[src/rtl/fsla_pkg.sv]
`timescale 1ns / 1ps

package fsla_pkg;

  // Default pool and pointer sizes
  localparam int NUM_SLOTS_DEF     = 256;
  localparam int POINTER_BYTES_DEF = 8;

  // Field widths
  localparam int SLOT_W = 8;
  localparam int OFF_W  = 20;
  localparam int OBJ_W  = 13;
  localparam int ALN_W  = 3;
  localparam int SIZE_W = 14;   // max(object, pointer) rounded up to 128 fits here
  localparam int CIDX_W = 1;

  // Register indexes
  localparam logic [CIDX_W-1:0] CFG_OBJECT_BYTES = 1'b0;
  localparam logic [CIDX_W-1:0] CFG_ALIGN_LOG2   = 1'b1;

  // Request codes
  localparam logic REQ_ALLOC = 1'b0;
  localparam logic REQ_FREE  = 1'b1;

  localparam logic [OBJ_W-1:0] OBJECT_BYTES_RST = 13'd8;
  localparam logic [ALN_W-1:0] ALIGN_LOG2_RST   = 3'd0;

  typedef struct packed {
    logic accept;
    logic link;
    logic mul;
    logic load;
  } ctrl_cmd_t;

  typedef struct packed {
    logic out_stall;
  } dp_status_t;

endpackage

[src/rtl/fsla_intf.sv]
`timescale 1ns / 1ps

interface fsla_req_if import fsla_pkg::*; ();
  logic              valid;
  logic              ready;
  logic              req_type;
  logic [SLOT_W-1:0] slot_index;

  modport source (output valid, output req_type, output slot_index, input ready);
  modport sink   (input valid, input req_type, input slot_index, output ready);
endinterface

interface fsla_rsp_if import fsla_pkg::*; ();
  logic              valid;
  logic              ready;
  logic              ok;
  logic [SLOT_W-1:0] slot_index_out;
  logic [OFF_W-1:0]  byte_offset;

  modport source (output valid, output ok, output slot_index_out, output byte_offset,
                  input ready);
  modport sink   (input valid, input ok, input slot_index_out, input byte_offset,
                  output ready);
endinterface

interface fsla_cfg_if import fsla_pkg::*; ();
  logic              valid;
  logic              ready;
  logic [CIDX_W-1:0] index;
  logic [OBJ_W-1:0]  data;

  modport source (output valid, output index, output data, input ready);
  modport sink   (input valid, input index, input data, output ready);
endinterface

[src/rtl/fsla_ctrl.sv]
`timescale 1ns / 1ps

module fsla_ctrl import fsla_pkg::*; (
  input  logic       clk,
  input  logic       rst,
  input  logic       in_valid,
  output logic       in_ready,
  input  dp_status_t status,
  output ctrl_cmd_t  cmd
);

  typedef enum logic [3:0] {
    S_IDLE = 4'b0001,
    S_LINK = 4'b0010,
    S_MUL  = 4'b0100,
    S_LOAD = 4'b1000
  } state_t;

  state_t state, state_next;

  always_ff @(posedge clk) begin
    if (rst) begin
      state <= S_IDLE;
    end else begin
      state <= state_next;
    end
  end

  always_comb begin
    state_next = state;
    cmd        = '0;
    in_ready   = 1'b0;
    unique case (state)
      S_IDLE: begin
        in_ready   = 1'b1;
        cmd.accept = in_valid;
        if (in_valid) state_next = S_LINK;
      end
      S_LINK: begin
        cmd.link   = 1'b1;
        state_next = S_MUL;
      end
      S_MUL: begin
        cmd.mul    = 1'b1;
        state_next = S_LOAD;
      end
      S_LOAD: begin
        // hold until the output register can take the item
        if (!status.out_stall) begin
          cmd.load   = 1'b1;
          state_next = S_IDLE;
        end
      end
      default: state_next = S_IDLE;
    endcase
  end

endmodule

[src/rtl/fsla_datapath.sv]
`timescale 1ns / 1ps

module fsla_datapath import fsla_pkg::*; #(
  parameter int NUM_SLOTS     = NUM_SLOTS_DEF,
  parameter int POINTER_BYTES = POINTER_BYTES_DEF
) (
  input  logic              clk,
  input  logic              rst,
  input  ctrl_cmd_t         cmd,
  output dp_status_t        status,
  input  logic              in_req_type,
  input  logic [SLOT_W-1:0] in_slot_index,
  input  logic              cfg_valid,
  input  logic [CIDX_W-1:0] cfg_index,
  input  logic [OBJ_W-1:0]  cfg_data,
  input  logic              out_ready,
  output logic              out_valid,
  output logic              out_ok,
  output logic [SLOT_W-1:0] out_slot_index,
  output logic [OFF_W-1:0]  out_byte_offset
);

  localparam int PTR_W = $clog2(NUM_SLOTS + 1);
  localparam int AW    = $clog2(NUM_SLOTS);
  localparam int EXT_W = (PTR_W > SLOT_W) ? PTR_W : SLOT_W;
  localparam int MUL_W = (PTR_W + SIZE_W > OFF_W) ? PTR_W + SIZE_W : OFF_W;
  localparam logic [PTR_W-1:0] NULL_PTR = PTR_W'(NUM_SLOTS);

  logic [OBJ_W-1:0] object_bytes;
  logic [ALN_W-1:0] align_log2;

  logic [PTR_W-1:0] list_head;
  logic [PTR_W-1:0] fresh_count;
  logic [PTR_W-1:0] got;
  logic             ok_r;
  logic             pop;
  logic [OFF_W-1:0] offset_r;

  logic [PTR_W-1:0] link_mem [NUM_SLOTS];
  logic [PTR_W-1:0] rd_data;

  logic [EXT_W-1:0]  slot_ext;
  logic [EXT_W-1:0]  got_ext;
  logic              free_in_range;
  logic              wr_en;
  logic              rd_en;
  logic [SIZE_W-1:0] base_size;
  logic [SIZE_W-1:0] align_mask;
  logic [SIZE_W-1:0] slot_size;
  logic [MUL_W-1:0]  prod;

  // configuration registers
  always_ff @(posedge clk) begin
    if (rst) begin
      object_bytes <= OBJECT_BYTES_RST;
      align_log2   <= ALIGN_LOG2_RST;
    end else if (cfg_valid) begin
      unique case (cfg_index)
        CFG_OBJECT_BYTES: object_bytes <= cfg_data;
        CFG_ALIGN_LOG2:   align_log2   <= cfg_data[ALN_W-1:0];
        default: ;
      endcase
    end
  end

  assign slot_ext      = EXT_W'(in_slot_index);
  assign free_in_range = (32'(in_slot_index) < 32'(NUM_SLOTS));
  assign wr_en         = cmd.accept && (in_req_type == REQ_FREE) && free_in_range;
  assign rd_en         = cmd.accept && (in_req_type == REQ_ALLOC) && (list_head != NULL_PTR);

  // link store: next pointer of each free slot, no reset
  always_ff @(posedge clk) begin
    if (wr_en) link_mem[slot_ext[AW-1:0]] <= list_head;
    if (rd_en) rd_data <= link_mem[list_head[AW-1:0]];
  end

  always_ff @(posedge clk) begin
    if (rst) begin
      list_head   <= NULL_PTR;
      fresh_count <= '0;
      pop         <= 1'b0;
    end else begin
      if (cmd.accept) begin
        pop <= 1'b0;
        if (in_req_type == REQ_FREE) begin
          if (free_in_range) list_head <= slot_ext[PTR_W-1:0];
        end else if (list_head != NULL_PTR) begin
          pop <= 1'b1;
        end else if (fresh_count != NULL_PTR) begin
          fresh_count <= fresh_count + 1'b1;
        end
      end
      if (cmd.link && pop) list_head <= rd_data;
    end
  end

  // chosen slot; zero on failure so the outputs come out zero
  always_ff @(posedge clk) begin
    if (cmd.accept) begin
      if (in_req_type == REQ_FREE) begin
        ok_r <= free_in_range;
        got  <= free_in_range ? slot_ext[PTR_W-1:0] : '0;
      end else if (list_head != NULL_PTR) begin
        ok_r <= 1'b1;
        got  <= list_head;
      end else if (fresh_count != NULL_PTR) begin
        ok_r <= 1'b1;
        got  <= fresh_count;
      end else begin
        ok_r <= 1'b0;
        got  <= '0;
      end
    end
  end

  // slot size = max(object, pointer) rounded up to the alignment
  always_comb begin
    base_size  = (object_bytes < OBJ_W'(POINTER_BYTES)) ? SIZE_W'(POINTER_BYTES)
                                                        : SIZE_W'(object_bytes);
    align_mask = ~({SIZE_W{1'b1}} << align_log2);
    slot_size  = (base_size + align_mask) & ~align_mask;
  end

  assign prod = MUL_W'(got) * MUL_W'(slot_size);

  always_ff @(posedge clk) begin
    if (cmd.mul) offset_r <= prod[OFF_W-1:0];
  end

  assign got_ext = EXT_W'(got);

  // output register
  always_ff @(posedge clk) begin
    if (rst) begin
      out_valid <= 1'b0;
    end else if (cmd.load) begin
      out_valid <= 1'b1;
    end else if (out_ready) begin
      out_valid <= 1'b0;
    end
  end

  always_ff @(posedge clk) begin
    if (cmd.load) begin
      out_ok          <= ok_r;
      out_slot_index  <= got_ext[SLOT_W-1:0];
      out_byte_offset <= offset_r;
    end
  end

  assign status.out_stall = out_valid && !out_ready;

endmodule

[src/rtl/fixed_slot_free_list_allocator.sv]
`timescale 1ns / 1ps

// channel  dir  handshake    payload
// req      in   valid/ready  req_type, slot_index
// rsp      out  valid/ready  ok, slot_index_out, byte_offset
// cfg      in   valid/ready  index, data (ready always high)
//
// One item at a time: accept, link read, offset multiply, output load.
// The result passes the link read, the multiplier register and the output load in turn;
// the next item is taken only after the output load, which a stalled result holds off.
// A result waiting in the output register does not block the next accept.
// Reset (rst, synchronous) empties the free list and zeroes the fresh counter at once.
// A stalled result holds the controller in its load step until rsp.ready.

module fixed_slot_free_list_allocator import fsla_pkg::*; #(
  parameter int NUM_SLOTS     = NUM_SLOTS_DEF,
  parameter int POINTER_BYTES = POINTER_BYTES_DEF
) (
  input  logic      clk,
  input  logic      rst,
  fsla_req_if.sink  req,
  fsla_rsp_if.source rsp,
  fsla_cfg_if.sink  cfg
);

  ctrl_cmd_t  cmd;
  dp_status_t status;

  assign cfg.ready = 1'b1;

  fsla_ctrl u_ctrl (
    .clk      (clk),
    .rst      (rst),
    .in_valid (req.valid),
    .in_ready (req.ready),
    .status   (status),
    .cmd      (cmd)
  );

  fsla_datapath #(
    .NUM_SLOTS     (NUM_SLOTS),
    .POINTER_BYTES (POINTER_BYTES)
  ) u_dp (
    .clk             (clk),
    .rst             (rst),
    .cmd             (cmd),
    .status          (status),
    .in_req_type     (req.req_type),
    .in_slot_index   (req.slot_index),
    .cfg_valid       (cfg.valid),
    .cfg_index       (cfg.index),
    .cfg_data        (cfg.data),
    .out_ready       (rsp.ready),
    .out_valid       (rsp.valid),
    .out_ok          (rsp.ok),
    .out_slot_index  (rsp.slot_index_out),
    .out_byte_offset (rsp.byte_offset)
  );

endmodule

[src/flat_wrapper.sv]
// flat-port wrapper written by rule: the top's interface ports become plain ports
module fixed_slot_free_list_allocator_flat import fsla_pkg::*;
#(
  parameter int NUM_SLOTS     = NUM_SLOTS_DEF,
  parameter int POINTER_BYTES = POINTER_BYTES_DEF
)
  (clk, rst, req_valid, req_req_type, req_slot_index, req_ready, rsp_valid, rsp_ok, rsp_slot_index_out, rsp_byte_offset, rsp_ready, cfg_valid, cfg_index, cfg_data, cfg_ready);
  fsla_req_if req_i ();
  fsla_rsp_if rsp_i ();
  fsla_cfg_if cfg_i ();
  input  logic clk;
  input  logic rst;
  input wire logic [$bits(req_i.valid)-1:0] req_valid;
  input wire logic [$bits(req_i.req_type)-1:0] req_req_type;
  input wire logic [$bits(req_i.slot_index)-1:0] req_slot_index;
  output wire logic [$bits(req_i.ready)-1:0] req_ready;
  output wire logic [$bits(rsp_i.valid)-1:0] rsp_valid;
  output wire logic [$bits(rsp_i.ok)-1:0] rsp_ok;
  output wire logic [$bits(rsp_i.slot_index_out)-1:0] rsp_slot_index_out;
  output wire logic [$bits(rsp_i.byte_offset)-1:0] rsp_byte_offset;
  input wire logic [$bits(rsp_i.ready)-1:0] rsp_ready;
  input wire logic [$bits(cfg_i.valid)-1:0] cfg_valid;
  input wire logic [$bits(cfg_i.index)-1:0] cfg_index;
  input wire logic [$bits(cfg_i.data)-1:0] cfg_data;
  output wire logic [$bits(cfg_i.ready)-1:0] cfg_ready;
  assign req_i.valid = req_valid;
  assign req_i.req_type = req_req_type;
  assign req_i.slot_index = req_slot_index;
  assign req_ready = req_i.ready;
  assign rsp_valid = rsp_i.valid;
  assign rsp_ok = rsp_i.ok;
  assign rsp_slot_index_out = rsp_i.slot_index_out;
  assign rsp_byte_offset = rsp_i.byte_offset;
  assign rsp_i.ready = rsp_ready;
  assign cfg_i.valid = cfg_valid;
  assign cfg_i.index = cfg_index;
  assign cfg_i.data = cfg_data;
  assign cfg_ready = cfg_i.ready;
  fixed_slot_free_list_allocator #(.NUM_SLOTS(NUM_SLOTS), .POINTER_BYTES(POINTER_BYTES)) u_core (.clk(clk), .rst(rst), .req(req_i), .rsp(rsp_i), .cfg(cfg_i));
endmodule
[config.mk]
export PLATFORM = sky130hd
export DESIGN_NAME = fixed_slot_free_list_allocator_flat
export DESIGN_NICKNAME = d
export VERILOG_FILES = /design/src/rtl/fsla_pkg.sv /design/src/rtl/fsla_intf.sv /design/src/rtl/fsla_ctrl.sv /design/src/rtl/fsla_datapath.sv /design/src/rtl/fixed_slot_free_list_allocator.sv /design/src/flat_wrapper.sv
export SDC_FILE = /design/constraint.sdc
export NUM_CORES = 2
export LEC_CHECK = 0
export BUFFER_PORTS_ARGS = -buffer_cell sky130_fd_sc_hd__buf_4
export CORE_MARGIN = 2
export CORE_UTILIZATION = 25
export DETAILED_ROUTE_END_ITERATION = 8
export MAX_ROUTING_LAYER = met4
export SLEW_MARGIN = 20
export SYNTH_ARGS = -nofsm -noshare
export SYNTH_HDL_FRONTEND = slang
export SYNTH_HIERARCHICAL = 1
export SYNTH_SLANG_ARGS = --single-unit
[constraint.sdc]
create_clock -name clk -period 17.7 [get_ports clk]
set_clock_uncertainty 0.05 [all_clocks]
set_input_delay 1.77 -clock clk [delete_from_list [all_inputs] [get_ports clk]]
set_output_delay 1.77 -clock clk [all_outputs]
set_load 0.05 [all_outputs]
==> impl_metrics.tcl <==
set metrics [dict create \
    yosysSeqAreaShare 0.743 \
    avgSynthCellArea_sq_um 21.5 \
    core_sq_mm 0.386 \
    cp-start-kind "flip-flop" \
    final_cell_count_no_fill 10015 \
    ys_ff_latch 2412 \
    synthFlopType "edfxtp_1" \
    gr-total-overflow 0 \
    root_buffer "clkbuf_16" \
    clock_latency_ps 880 \
    worst_ir_drop_vdd_mv 0.106 \
    hold_class "reg -> reg" \
    hpwl_mm 127 \
    fin_area_sq_mm 0.111 \
    rr_worst_depth 27 \
    syn-num-nets 4664 \
    clkTransAtPathRegs_ps 60 \
    hold_viol 0 \
    wirelength_mm 215 \
    grt_pass1_vias 45354 \
    cp_max_fo 9 \
    whs_path_depth 0 \
    ys_warn_count 6 \
    fin_tns_setup_ps 0 \
    critical_path_class "reg -> reg" \
    endpoint_kind "flip-flop" \
    dieArea_sq_mm 0.393 \
    io_buffers 58 \
    grt.total_usage 0.111 \
    slew_headroom 0.234 \
    dr.pass1.iters 7 \
    required_ps 18270 \
    htree_levels 4 \
    syn_to_final_growth_pct 14.7 \
    wl_per_cell_um 21.5 \
    rows 228 \
    place_congestion 0.790 \
    drive_gt1_frac 0.258 \
    leakagePower_nw 33.2 \
    clock_tree.buffer_depth 3 \
    cts_tree "built" \
    post_dp_cell_area_sq_mm 0.103 \
    setup_viol 0 \
    cts_setup_buffers 0 \
    start_util 0.251 \
    period_needed_ps 7920 \
    fin_crit_sh 0.447 \
    cp.arrival_ps 8490 \
    vias 44553 \
    cts-resized-gates 0 \
    synth-edff-count 2372 \
    tightest_slew_ps 1150 \
    antenna_found_initial 10 \
    grt_max_degree 211 \
    rsz0062_at_grt "false" \
    die_x_um 627 \
    cts_buffers 241 \
    antenna_left 0 \
    cap_violations 0 \
    synth_area_sq_mm 0.0969 \
    dp_cells 9559 \
    fmax_ghz 0.126 \
    fp.dieH_um 627 \
    grt_pass1_wl_mm 317 \
    drc 0 \
    via_per_inst 4.45 \
    holdWs_ps 368 \
    r2r_setup_slack_ps 9780 \
    ios 60 \
    slew_viol_final 0 \
    numClockSinks 2412 \
    synth-async-reset-ratio 0 \
    drt_iter0_markers 4863 \
    hold_buffers 0 \
    fin_nets 4782 \
    ys_types 58 \
    syn_inst 4512 \
    status "finished clean" \
    power_density_mw_per_mm2 107 \
]
-- state kept, by name (all words and copies together) (netlist names) --
name	flops
u_core/u_dp/fresh_count	9
u_core/u_dp/object_bytes	13
u_core/u_dp/got	9
u_core/u_dp/out_ok	1
u_core/u_dp/pop	1
u_core/u_ctrl/state	4
u_core/u_dp/list_head	9
u_core/u_dp/link_mem	2304
u_core/u_dp/ok_r	1
u_core/u_dp/out_byte_offset	20
u_core/u_dp/rd_data	9
u_core/u_dp/out_valid	1
u_core/u_dp/offset_r	20
u_core/u_dp/align_log2	3
u_core/u_dp/out_slot_index	8
-- cell usage in the layout, fill, tap and decap left out, types with 46 or more instances in the layout --
cell type	n
edfxtp_1	2372
mux4_2	738
nor2_1	296
clkbuf_16	243
nand2_1	164
inv_1	122
buf_4	112
fa_1	84
and2_1	65
clkinv_1	56
clkbuf_1	53
clkinv_2	46
-- layout make-up --
cell class                      instances  area, sq um
Tap cell                             5175         6470
Fill cell                           37564       275000
Clock inverter                        155         1340
Sequential cell                      2412        72100
Inverter                              122          458
Timing Repair Buffer                  127         1140
Clock buffer                          296         6280
Multi-Input combinational cell       1726        23300
Antenna cell                            2         5.00
-- cell families (layout without fill, tap and decap cells) --
| kind of cell | Yosys count | after routing | synth area share |
|---|---|---|---|
| compound gates | 132 | 132 | 0.00930 |
| xor+xnor | 36 | 36 | 0.00340 |
| fa+ha+maj | 124 | 124 | 0.0225 |
| buf+inv | 374 | 700 | 0.0163 |
| flops | 2412 | 2412 | 0.743 |
| mux | 765 | 765 | 0.174 |
| other cells | 1 | 3 | 0.0000387 |
| simple gates | 668 | 668 | 0.0307 |
-- report_power, final --
part | internal (mW) | switching (mW) | total, mW | leakage, nW
clock network | 2.74 | 2.15 | 4.89 | 3.69
logic | 0.268 | 0.389 | 0.657 | 7.42
registers | 6.29 | 0.0313 | 6.32 | 22.1
-- stage by stage --
step / power [mW] / worst slack (ps) / util
floorplan: 6.90 / 10820 / -
global placement: 7.10 / 9910 / 0.268
detailed placement: 7.11 / 9940 / 0.268
CTS: 12.0 / 9890 / 0.288
global route: 12.2 / 9260 / 0.288
finish: 11.9 / 9780 / 0.288
-- critical path: stages, from the launching register on --
cell	delay [ps]
dfxtp_1	370
nor4_1	500
nand3_1	250
and2_1	220
ha_1	340
a21oi_1	200
nand2_1	80
a31o_2	250
a31o_2	230
a21o_1	200
xor2_1	570
nand2_1	180
fa_1	570
inv_1	50
fa_1	490
inv_1	50
fa_1	480
fa_1	490
inv_1	40
ha_1	310
o21ai_0	120
o21ai_0	190
o211a_1	200
a41oi_1	210
a2111oi_0	640
o21ai_0	190
nand2b_1	120
xor2_1	60
-- Yosys cell counts, drive strengths merged, types with 3 or more instances --
| cell type | number | share of area |
|---|---|---|
| inv | 122 | 0.0047 |
| nor2 | 310 | 0.012 |
| nor4b | 4 | 0.00058 |
| nand4 | 16 | 0.0010 |
| and3 | 6 | 0.00039 |
| fa | 84 | 0.017 |
| a211oi | 15 | 0.0013 |
| ha | 40 | 0.0052 |
| nand2b | 7 | 0.00045 |
| a22oi | 16 | 0.0012 |
| clkbuf | 139 | 0.0054 |
| xor2 | 9 | 0.00081 |
| a21oi | 44 | 0.0023 |
| mux4 | 738 | 0.17 |
| a21o | 4 | 0.00031 |
| nor4 | 4 | 0.00032 |
| a31o | 3 | 0.00027 |
| mux2 | 8 | 0.00093 |
| a221o | 8 | 0.00083 |
| xnor2 | 26 | 0.0024 |
| or2 | 3 | 0.00019 |
| nand2 | 164 | 0.0064 |
| o21ai | 15 | 0.00077 |
| and2 | 65 | 0.0042 |
| nand3 | 37 | 0.0019 |
| a311oi | 10 | 0.00090 |
| edfxtp | 2372 | 0.74 |
| buf | 113 | 0.0062 |
| nor3 | 10 | 0.00052 |
| o211ai | 3 | 0.00023 |
| mux2i | 19 | 0.0020 |
| nor2b | 37 | 0.0024 |
| dfxtp | 40 | 0.0083 |
-- routing by layer --
layer | global-route usage | part of all wire | vias to the layer above
met5 | - | 0 | -
met4 | 0.0268 | 0.019 | 0
met3 | 0.0152 | 0.058 | 260
met2 | 0.178 | 0.49 | 1365
met1 | 0.149 | 0.43 | 24183
li1 | - | - | 18745
-- worst paths after layout --
kind	from	end
hold reg to reg	u_core/u_dp/offset_r[11]	u_core/u_dp/out_byte_offset[11]
setup / recovery	u_core/u_dp/object_bytes[7]	u_core/u_dp/offset_r[17]
hold / removal	u_core/u_dp/offset_r[11]	u_core/u_dp/out_byte_offset[11]
setup reg to reg	u_core/u_dp/object_bytes[7]	u_core/u_dp/offset_r[17]
No activity file was read; power rests on OpenSTA's default activity.
